### src/design/pobp_pkg.sv
// Package: shared constants and types for the oriented-box penetration pipeline.
package pobp_pkg;

    localparam int DATA_W       = 16;
    localparam int FRAC_BITS_DEF = 8;
    localparam int CFG_W        = 64;
    localparam int CFG_IDX_W    = 3;

    typedef enum logic [CFG_IDX_W-1:0] {
        REG_ROW0   = 3'd0,
        REG_ROW1   = 3'd1,
        REG_ROW2   = 3'd2,
        REG_ROW3   = 3'd3,
        REG_EXT_X  = 3'd4,
        REG_EXT_Y  = 3'd5,
        REG_EXT_Z  = 3'd6,
        REG_UNUSED = 3'd7
    } cfg_reg_t;

    // Saturate a wide signed value to 16 bits.
    function automatic logic signed [DATA_W-1:0] sat16(input logic signed [47:0] v);
        logic signed [DATA_W-1:0] r;
        begin
            if (v > 48'sd32767)
                r = 16'sh7fff;
            else if (v < -48'sd32768)
                r = 16'sh8000;
            else
                r = v[DATA_W-1:0];
            return r;
        end
    endfunction

endpackage

### src/design/pobp_rank.sv
// Box test, signed depths and axis ranking, in two register stages.
module pobp_rank (
    input  logic                     clk,
    input  logic                     rst_n,
    input  logic                     adv,
    input  logic                     in_valid,
    input  logic signed [2:0][15:0]  p,
    input  logic signed [2:0][15:0]  d,
    input  logic signed [2:0][15:0]  ext,
    output logic                     out_valid,
    output logic                     hit,
    output logic [1:0]               first_axis,
    output logic signed [15:0]       first_depth,
    output logic [1:0]               second_axis,
    output logic signed [15:0]       second_depth
);
    import pobp_pkg::*;

    logic                    v1_reg, v2_reg;
    logic [2:0][15:0]        dep_reg;
    logic signed [2:0][15:0] sdep_reg;
    logic                    in_reg;
    logic                    hit_reg;
    logic [1:0]              a0_reg, a1_reg;
    logic signed [15:0]      d0_reg, d1_reg;

    always_ff @(posedge clk or negedge rst_n)
    begin
        if (!rst_n)
        begin
            v1_reg <= 1'b0;
            v2_reg <= 1'b0;
        end
        else if (adv)
        begin
            v1_reg <= in_valid;
            v2_reg <= v1_reg;
        end
    end

    // Depths and inside flag.
    always_ff @(posedge clk)
    begin
        logic [16:0] ae, ap, half;
        logic        ok;
        logic        sp, zp, zd;
        if (adv)
        begin
            ok = 1'b1;
            for (int i = 0; i < 3; i++)
            begin
                ae   = ext[i][15] ? 17'(-$signed({ext[i][15], ext[i]})) : 17'(ext[i]);
                half = ae >> 1;
                ap   = p[i][15] ? 17'(-$signed({p[i][15], p[i]})) : 17'(p[i]);
                if (!(ap < half))
                    ok = 1'b0;
                dep_reg[i] <= 16'(half - ap);
                zp = (p[i] == 0);
                zd = (d[i] == 0);
                sp = p[i][15];
                // sign(d)*sign(p*d) = sign(p) when both nonzero
                if (zp || zd)
                    sdep_reg[i] <= '0;
                else if (sp)
                    sdep_reg[i] <= 16'(-(half - ap));
                else
                    sdep_reg[i] <= 16'(half - ap);
            end
            in_reg <= ok;
        end
    end

    // Compare-swap network, lower index kept on ties.
    always_ff @(posedge clk)
    begin
        logic [1:0] ax0, ax1, ax2, t;
        if (adv)
        begin
            ax0 = 2'd0; ax1 = 2'd1; ax2 = 2'd2;
            if (dep_reg[ax0] > dep_reg[ax1]) begin t = ax0; ax0 = ax1; ax1 = t; end
            if (dep_reg[ax0] > dep_reg[ax2]) begin t = ax0; ax0 = ax2; ax2 = t; end
            if (dep_reg[ax1] > dep_reg[ax2]) begin t = ax1; ax1 = ax2; ax2 = t; end
            hit_reg <= in_reg;
            a0_reg  <= in_reg ? ax0 : 2'd0;
            a1_reg  <= in_reg ? ax1 : 2'd0;
            d0_reg  <= in_reg ? sdep_reg[ax0] : 16'sd0;
            d1_reg  <= in_reg ? sdep_reg[ax1] : 16'sd0;
        end
    end

    assign out_valid    = v2_reg;
    assign hit          = hit_reg;
    assign first_axis   = a0_reg;
    assign first_depth  = d0_reg;
    assign second_axis  = a1_reg;
    assign second_depth = d1_reg;

`ifndef SYNTH
    a_miss_zero: assert property (@(posedge clk) disable iff (!rst_n)
        v2_reg && !hit_reg |-> a0_reg == 2'd0 && d0_reg == 16'sd0 && d1_reg == 16'sd0)
        else $error("miss result not cleared");
    a_axes_differ: assert property (@(posedge clk) disable iff (!rst_n)
        v2_reg && hit_reg |-> a0_reg != a1_reg && a0_reg != 2'd3 && a1_reg != 2'd3)
        else $error("ranked axes invalid");
    a_valid_chain: assert property (@(posedge clk) disable iff (!rst_n)
        adv |=> v2_reg == $past(v1_reg))
        else $error("valid lost in ranking stage");
`endif
endmodule

### config.mk
export PLATFORM = sky130hd
export DESIGN_NAME = pobp_rank
export DESIGN_NICKNAME = d
export VERILOG_FILES = /design/src/design/pobp_pkg.sv /design/src/design/pobp_rank.sv
export SDC_FILE = /design/constraint.sdc
export NUM_CORES = 1
export LEC_CHECK = 0
export BUFFER_PORTS_ARGS = -buffer_cell sky130_fd_sc_hd__buf_4
export CAP_MARGIN = 20
export CORE_UTILIZATION = 61
export CTS_BUF_LIST = sky130_fd_sc_hd__clkbuf_4
export CTS_CLUSTER_DIAMETER = 120
export CTS_CLUSTER_SIZE = 14
export DETAILED_ROUTE_END_ITERATION = 6
export PLACE_DENSITY = 0.84
export SLEW_MARGIN = 20
export SYNTH_ARGS = -nofsm -noshare
export SYNTH_HDL_FRONTEND = slang
export SYNTH_SLANG_ARGS = --single-unit
export TNS_END_PERCENT = 50
### constraint.sdc
create_clock -name clk -period 9.2 [get_ports clk]
set_input_delay 0.92 -clock clk [delete_from_list [all_inputs] [get_ports clk]]
set_output_delay 0.92 -clock clk [all_outputs]
set_load 0.005 [all_outputs]
After elaboration in Yosys (flattened, before gate mapping)
Index checks and enable logic that the tools add are counted.
W data, S select, Z words.
{ "totals": {"regBits": 136, "out_inout_bits": 38} }
{ "op_classes": {"n_addsub": 12, "n_lt_le_gt_ge": 11, "muxes": 30, "n_reduce_logical": 10} }
{ "ops": {"columns": ["cell", "count"], "rows": [
  ["$bmux W16 S2", 5],
  ["$mux W16", 8],
  ["$mux W17", 6],
  ["$neg A16 Y17", 6],
  ["$logic_not A16 Y1", 6],
  ["$lt A17 B16 Y1", 3],
  ["$gt A16 B16 Y1", 3],
  ["$neg A16 Y16", 3],
  ["$sub A16 B16 Y16", 3],
  ["$mux W2", 8],
  ["$lt A2 B3 Y1 const B", 5],
  ["$logic_or A1 B1 Y1", 3],
  ["$mux W1", 3],
  ["$reduce_and A2 Y1", 1]
]} }

Longest topological paths before layout
Gate-level depths: netlist (run 1).
{ "depth": {"ltp_word": 15, "mapped_depth": 35, "ltp_nobuf": 29} }

Worst setup path before layout (run 1)
OpenSTA, ideal clock, no wires.
{ "synth_path": {"path_type": "flip-flop to flip-flop", "from": "register dep_reg[15] (netlist name)", "to": "register d1_reg[5], in the netlist second_depth[5] (data pin)", "t_arrival_ns": 6.394, "t_required_ns": 9.068, "setup_slack_ns": 2.673, "path_stages_with_launch": 30, "n_path_buf": 5, "period_less_slack_ns": 6.527, "path_cell_list": "edfxtp_1 ha_1 nand4_1 or2_2 o32ai_1 clkbuf_1 clkbuf_1 nand2_1 o21ai_0 ha_1 nor2b_1 o21a_1 o21a_1 o21bai_1 a21oi_1 o32ai_1 clkbuf_1 clkbuf_1 o21ai_0 ha_1 nor2b_1 o21a_1 o21a_1 o21bai_1 a21oi_1 o32ai_1 or3b_2 a21oi_1 clkbuf_1 a221o_1"} }
{ "synth_between": {"elab_chain_len": 15} }
{ "synth_lines": {"columns": ["element", "line_no", "text"], "rows": [
  ["from (decl)", "pobp_rank.sv:20", "logic [2:0][15:0] dep_reg;"],
  ["from (signal, indexed assignment)", "pobp_rank.sv:57", "dep_reg[i] <= 16'(half - ap);"],
  ["$gt A16 B16 Y1", "pobp_rank.sv:80", "if (dep_reg[ax0] > dep_reg[ax1]) begin t = ax0; ax0 = ax1; ax1 = t; end"],
  ["$mux W1", "pobp_rank.sv:80", null],
  ["$mux W2", "pobp_rank.sv:77", "if (adv)"],
  ["$bmux W16 S2", "pobp_rank.sv:81", "if (dep_reg[ax0] > dep_reg[ax2]) begin t = ax0; ax0 = ax2; ax2 = t; end"],
  ["$mux W16 (not written as such)", "pobp_rank.sv:81", null],
  ["$gt A16 B16 Y1", "pobp_rank.sv:81", null],
  ["$mux W2", "pobp_rank.sv:81", null],
  ["$mux W2", "pobp_rank.sv:77", null],
  ["$bmux W16 S2", "pobp_rank.sv:82", "if (dep_reg[ax1] > dep_reg[ax2]) begin t = ax1; ax1 = ax2; ax2 = t; end"],
  ["$mux W16 (not written as such)", "pobp_rank.sv:82", null],
  ["$gt A16 B16 Y1", "pobp_rank.sv:82", null],
  ["$mux W2 *", "pobp_rank.sv:82", null],
  ["$mux W2 *", "pobp_rank.sv:77", null],
  ["$bmux W16 S2 *", "pobp_rank.sv:87", "d1_reg <= in_reg ? sdep_reg[ax1] : 16'sd0;"],
  ["$mux W16 (not written as such) *", "pobp_rank.sv:87", null],
  ["to (signal assigned)", "pobp_rank.sv:87", null],
  ["to (decl)", "pobp_rank.sv:25", "logic signed [15:0] d0_reg, d1_reg;"]
]} }
Every way passes the cells marked *; elsewhere a longest branch is shown, timed or not. The select of a mux whose other input is x is not followed.
A chain may end at the register's enable or synchronous reset.

Worst setup path after layout (run 1)
{ "layout_path": {"from": "register dep_reg[14] (netlist name)", "to": "register d1_reg[5], in the netlist second_depth[5] (data pin)"} }
Same word-level chain as after synthesis.

==> run_results.csv, run 1 <==
group,metric,value,unit
synthesis,synth-edff-count,134,
floorplanning,rows,52,
placement,post-dp-hpwl,25600,um
job,maxCapViolations,0,
route,via_per_inst,5.84,
timing,fmax,132,MHz
timing,finalCriticalPeriod,7550,ps
placement,gp_congestion,0.894,
route,firstDrtPassIters,6,
placement,placedCellCount,1854,
worst_setup_path,reg2reg_depth,23,
worst_setup_path,slowest_delay,800,ps
timing,timing.final.hold_violations,0,
timing,relSlewSlack,22.2,%
layout,num_antenna_cells,0,
floorplanning,die-area,21700,sq um
synthesis,synth_cells,1432,
clock_network,htree_num_levels,4,
worst_setup_path,cp-start-kind,"flop",
synthesis,yosysSeqAreaShare,31.6,%
route,drt-initial-drc-count,803,
timing,tightestPinTransition,1150,ps
pwr,fin_total_pwr,3.35,mW
pwr,peakVddDrop,0.119,mV
worst_setup_path,r2r_slack,1650,ps
worst_setup_path,crit_family,"compound AO/OA/AOI/OAI gates",
pwr,p_leak,6.68,nW
layout,nFillCells,1563,
timing,finalMaxSlewViolations,0,
global_routing,grt_overflow,0,
clock_network,clk_pin_slew_worst_paths,130,ps
worst_setup_path,slowest_stage,"o32ai_4",
pwr,p_per_area,226,nW/um^2
global_routing,grt_max_degree,85,
floorplanning,die_h,147,um
clock_network,cts_repair_resize_count,0,
worst_setup_path,crit_buf_inv,3,
synthesis,ys_top_cells_by_count,"160 x inv_1, 150 x ha_1, 134 x edfxtp_1, 106 x nand2_1, 102 x nor2_1",
worst_setup_path,worstSetupPathType,"reg -> reg",
clock_network,insertion_delay,560,ps
worst_setup_path,rr_endpoint,"second_depth[5]",
synthesis,synth.distinct_cells,68,
floorplanning,start_util,62.9,%
clock_network,clockBufferDepth,2,
layout,drive_gt1_share,16.3,%
global_routing,grt_pass1_vias,10450,
placement,port_buffers,185,
worst_setup_path,end_kind,"flop",
worst_setup_path,path_cells,"ha_1, nand4_1, or2_2, o32ai_4, buf_4, buf_4, mux2i_1, ha_1, nor2b_1, o21a_1, o21a_1, o21bai_1, a21oi_1, o32ai_4, buf_4, o21ai_0, ha_1, nand4_1, or2_2, o32ai_1, nand3_1, a21boi_0, a221o_1",
worst_hold_path,worstHoldPathType,"in -> async",
synthesis,yosys.cell_count.top_type,"inv_1",
floorplanning,die_w,147,um
synthesis,avgSynthCellArea,9.00,sq um
clock_network,tritoncts,"yes",
floorplanning,core-area,20500,sq um
floorplanning,ios,186,
worst_setup_path,r2r-start,"dep_reg[14]",
layout,instances_no_fill,1886,
layout,utilization,72.4,%
status,status,"finished, final reports clean",
synthesis,synth_top_area_share,31.2,%
layout,syn2layout_area_growth,15.1,%
timing,setup_ws,1650,ps
route,wirelength,31600,um
layout,final_net_count,1904,
worst_setup_path,cp_data_required_time,9620,ps
route,wire_per_inst,16.8,um
placement,place_ws,1880,ps
synthesis,yosys-top-cells-area,"edfxtp_1 31%, ha_1 15%, xnor2_1 6.5%",
synthesis,ys_ff_latch,136,
clock_network,cts.sinks,136,
timing,clock_skew,19.1,ps
clock_network,cts_setup_buffers,0,
worst_setup_path,critPathMaxFanout,60,
synthesis,async_flop_share,1.47,%
timing,fin_crit_sh,82.1,%
clock_network,cts_made_buffers,17,
worst_setup_path,worstPathArrival,7970,ps
route,vias,11021,
global_routing,grt_antenna_before_repair,0,
clock_network,clockRootBuffer,"clkbuf_4",
route,drc,0,
synthesis,syn_area,12900,sq um
synthesis,ys.flop_type,"edfxtp_1",
route,ant_nets,0,
clock_network,cts_hold_buf,0,
timing,setup_viol,0,
synthesis,synth_warnings,0,
global_routing,grt_pass1_wl,51300,um
timing,rsz0062_at_grt,"false",
timing,tns,0,ps
synthesis,post-synth-top-area-cell,"edfxtp_1",
global_routing,grt_usage,29.8,%
-- through the flow --
stage / hold WS [ps] / area, sq um
floorplan: 475 / 12900
CTS: 86.9 / 14800
global placement: 485 / 14500
finish: 120 / 14800
global route: 55.9 / 14800
detailed placement: 496 / 14500
-- worst max path at each step --
| stage | startpoint | endpoint | cells after the start |
|---|---|---|---|
| after floorplan | dep_reg[15] | second_depth[5] | 29 |
| after global placement | dep_reg[15] | second_depth[13] | 24 |
| after detailed placement | dep_reg[14] | second_depth[5] | 23 |
| after CTS | dep_reg[14] | second_depth[5] | 23 |
| after global routing | dep_reg[14] | second_depth[5] | 23 |
| final | dep_reg[14] | second_depth[5] | 23 |
-- placed cells by master, fill, tap and decap left out, types with 20 or more instances in the layout --
master / count
buf_4: 190
inv_1: 160
ha_1: 150
edfxtp_1: 134
nand2_1: 106
nor2_1: 101
xnor2_1: 95
o21ai_0: 88
a21oi_1: 56
xor2_1: 54
a21o_1: 32
o31ai_1: 32
nor3_1: 29
nand2b_1: 25
nor4_1: 23
a211oi_1: 23
o21a_1: 22
nand4_1: 21
mux2i_1: 20
-- where the power goes --
group | internal, mW | switching, mW | total, mW
Clock | 0.144 | 0.259 | 0.403
Combinational | 0.794 | 1.09 | 1.88
Sequential | 0.965 | 0.101 | 1.07
-- cell type report --
class                      count  area [sq um]  area share (%)
multi-input combinational   1097          8110            54.6
clock inverter                15           156            1.05
sequential                   136          4070            27.5
inverter                     161           604            4.07
clock buffer                  17           128           0.860
tap                          270           338            2.28
timing repair buffer         190          1430            9.62
-- layer usage --
layer | vias up | GRT usage [%] | routed length (um)
met3 | 40 | 4.10 | 1790
met5 | - | 0 | 0
met4 | 0 | 9.74 | 811
li1 | 5501 | - | -
met2 | 359 | 50.7 | 15000
met1 | 5121 | 39.0 | 14000
-- cells by family after synthesis --
kind of cell / count (synthesis) / share of synthesized area (%)
and+or+nand+nor: 400 / 15.4
muxes: 37 / 3.04
buffers and inverters: 201 / 5.86
other: 1 / 0.0291
adders and majority gates: 153 / 15.0
xor gates and xnor gates: 150 / 10.3
DFF: 136 / 31.6
AOI/OAI and AO/OA: 354 / 18.7
Note: power is estimated with default switching activity, not from simulation.
==> run 2: changes to the inputs <==
Clock period 9.2 ns to 7.46 ns, I/O delays scaled along.
==> run 2 against run 1 <==
Highest routed layer unchanged. Final area increased by 0.29%. Clock-buffer cell count increased by 1. Sequential power increased by 23%. Global-route usage decreased by 0.52 points. Routed wire length decreased by 0.97%.
==> run_results.csv, run 2 (synthesis gave the netlist of run 1 again) <==
group,metric,value,unit
worst_setup_path,cp-start-kind,"flop",
route,drc,0,
worst_hold_path,hold-path-cell-count,2,
layout,final_net_count,1906,
placement,post-dp-hpwl,25500,um
timing,fin_crit_sh,89.9,%
clock_network,clockBufferDepth,2,
worst_hold_path,hp-start,"in_valid",
worst_hold_path,hold_end,"v1_reg",
worst_setup_path,crit_buf_inv,2,
floorplanning,die_h,147,um
timing,tightestPinTransition,1090,ps
route,wire_per_inst,16.6,um
route,routed-wl-met3,1900,um
floorplanning,rows,52,
layout,syn2layout_area_growth,15.5,%
worst_setup_path,slowest_stage,"a21oi_2",
clock_network,clk_pin_slew_worst_paths,130,ps
global_routing,grt_max_degree,85,
worst_setup_path,worstPathArrival,7110,ps
route,m1WireLength,13400,um
route,wirelength,31300,um
timing,finalCriticalPeriod,6710,ps
placement,port_buffers,185,
pwr,fin_total_pwr,4.15,mW
route,via_per_inst,5.91,
status,status,"finished, final reports clean",
layout,drive_gt1_share,16.6,%
clock_network,cts_made_buffers,17,
timing,fmax,149,MHz
clock_network,tritoncts,"yes",
pwr,power_frac_seq,31.9,%
placement,gp_congestion,0.882,
timing,finalMaxSlewViolations,0,
timing,rsz0062_at_grt,"false",
worst_hold_path,worstHoldPathType,"in -> reg",
floorplanning,die-area,21700,sq um
worst_setup_path,rr_endpoint,"second_depth[7]",
clock_network,cts_repair_resize_count,0,
pwr,combinationalPowerShare,55.8,%
route,ant_nets,0,
global_routing,grt_overflow,0,
global_routing,grt_pass1_wl,50800,um
worst_setup_path,slowest_delay,650,ps
layout,layout_commonest_cell,"buf_4",
worst_setup_path,crit_family,"compound AO/OA/AOI/OAI gates",
timing,relSlewSlack,26.2,%
timing,tns,0,ps
clock_network,cts.sinks,136,
pwr,peakVddDrop,0.187,mV
layout,final_cell_mix,"191 x buf_4, 160 x inv_1, 150 x ha_1",
clock_network,cts_setup_buffers,0,
worst_setup_path,r2r-start,"dep_reg[15]",
timing,clock_skew,22.2,ps
route,firstDrtPassIters,7,
worst_setup_path,cp_data_required_time,7860,ps
clock_network,clockRootBuffer,"clkbuf_4",
worst_setup_path,crit_path_frequent_cell,"o21a_1",
global_routing,grt_antenna_before_repair,0,
global_routing,grt_usage,29.3,%
worst_setup_path,worstSetupPathType,"reg -> reg",
route,dr.max_layer_used,"met4",
floorplanning,die_w,147,um
global_routing,grt_pass1_vias,10517,
route,vias,11154,
worst_setup_path,r2r_slack,750,ps
layout,num_antenna_cells,0,
floorplanning,core-area,20500,sq um
floorplanning,start_util,62.9,%
route,routed-wl-met2,15000,um
pwr,p_sw_share,42.3,%
job,maxCapViolations,0,
pwr,clkPwrFrac,12.3,%
pwr,p_leak,6.70,nW
clock_network,htree_num_levels,4,
worst_setup_path,critPathMaxFanout,33,
placement,placedCellCount,1855,
pwr,p_per_area,279,nW/um^2
clock_network,cts_hold_buf,1,
timing,timing.final.hold_violations,0,
route,drt-initial-drc-count,831,
worst_setup_path,end_kind,"flop",
worst_setup_path,reg2reg_depth,26,
floorplanning,ios,186,
layout,instances_no_fill,1888,
clock_network,insertion_delay,540,ps
timing,setup_viol,0,
pwr,p_sw,1.76,mW
pwr,p_int,2.39,mW
run 2: cell types whose count changed in the layout (fill, tap and decap cells not counted), sizes merged:
cell / before / now
clkbuf: 17 / 18
dlygate4sd3: 0 / 1
clkinv: 3 / 4
inv: 169 / 166
bufinv: 1 / 2
buf: 190 / 191
run 2: worst max path at each step:
stage / start / end / slack [ps] / depth (start not counted)
floorplan: dep_reg[15] / second_depth[5] / 930 / 29
global placement: dep_reg[15] / second_depth[13] / 700 / 24
detailed placement: dep_reg[15] / second_depth[9] / 840 / 25
CTS: dep_reg[15] / second_depth[9] / 800 / 26
global route: dep_reg[15] / second_depth[9] / 240 / 27
finish: dep_reg[15] / second_depth[7] / 750 / 26
run 2: worst reg2reg max path: stages, from the launching register on:
cell and delay, ps:
edfxtp_1 440, ha_1 340, nand4_1 150, or2_2 370, a21oi_1 230, o32ai_4 130
buf_4 260, o21ai_0 320, ha_1 310, nor2b_1 150, o21a_1 170, o21a_1 160
o21bai_1 120, a21oi_1 110, o32ai_4 420, buf_4 430, o21ai_0 150, ha_1 190
nor2b_1 120, o21a_1 130, o21a_1 110, o21bai_1 60, a21oi_1 120, o32ai_1 180
or3b_2 490, a21oi_2 650, a221o_1 270
run 2: layout make-up:
| type | instances | area [sq um] |
|---|---|---|
| clock inverters | 14 | 166 |
| clock buffers | 18 | 135 |
| fillers | 1593 | 5620 |
| multi-input cells | 1097 | 8110 |
| well taps | 270 | 338 |
| flip-flops and latches | 136 | 4070 |
| repair buffers | 192 | 1440 |
| inverters | 161 | 604 |
run 2: stage by stage:
step | hold WS [ps] | instance area (sq um) | utilization, % | setup slack (ps)
3_3_place_gp | 484 | 14500 | 71.0 | 703
6_report | 432 | 14900 | 72.6 | 751
4_1_cts | 407 | 14900 | 72.6 | 796
5_1_grt | 395 | 14900 | 72.6 | 244
2_1_floorplan | 450 | 12900 | - | 933
3_5_place_dp | 499 | 14600 | 71.0 | 838
run 2: power groups by stage:
stage | sequential, mW | combinational [mW] | clock (mW)
2_1_floorplan | 1.29 | 1.59 | 0
3_3_place_gp | 1.33 | 2.18 | 0
3_5_place_dp | 1.34 | 2.28 | 0
4_1_cts | 1.32 | 2.29 | 0.510
5_1_grt | 1.34 | 2.58 | 0.541
6_report | 1.32 | 2.32 | 0.510
run 2: metal layers:
| metal | global-route usage [%] | vias up |
|---|---|---|
| met5 | 0 | - |
| li1 | - | 5510 |
| met2 | 49.6 | 391 |
| met4 | 10.3 | 0 |
| met3 | 3.85 | 54 |
| met1 | 38.3 | 5199 |
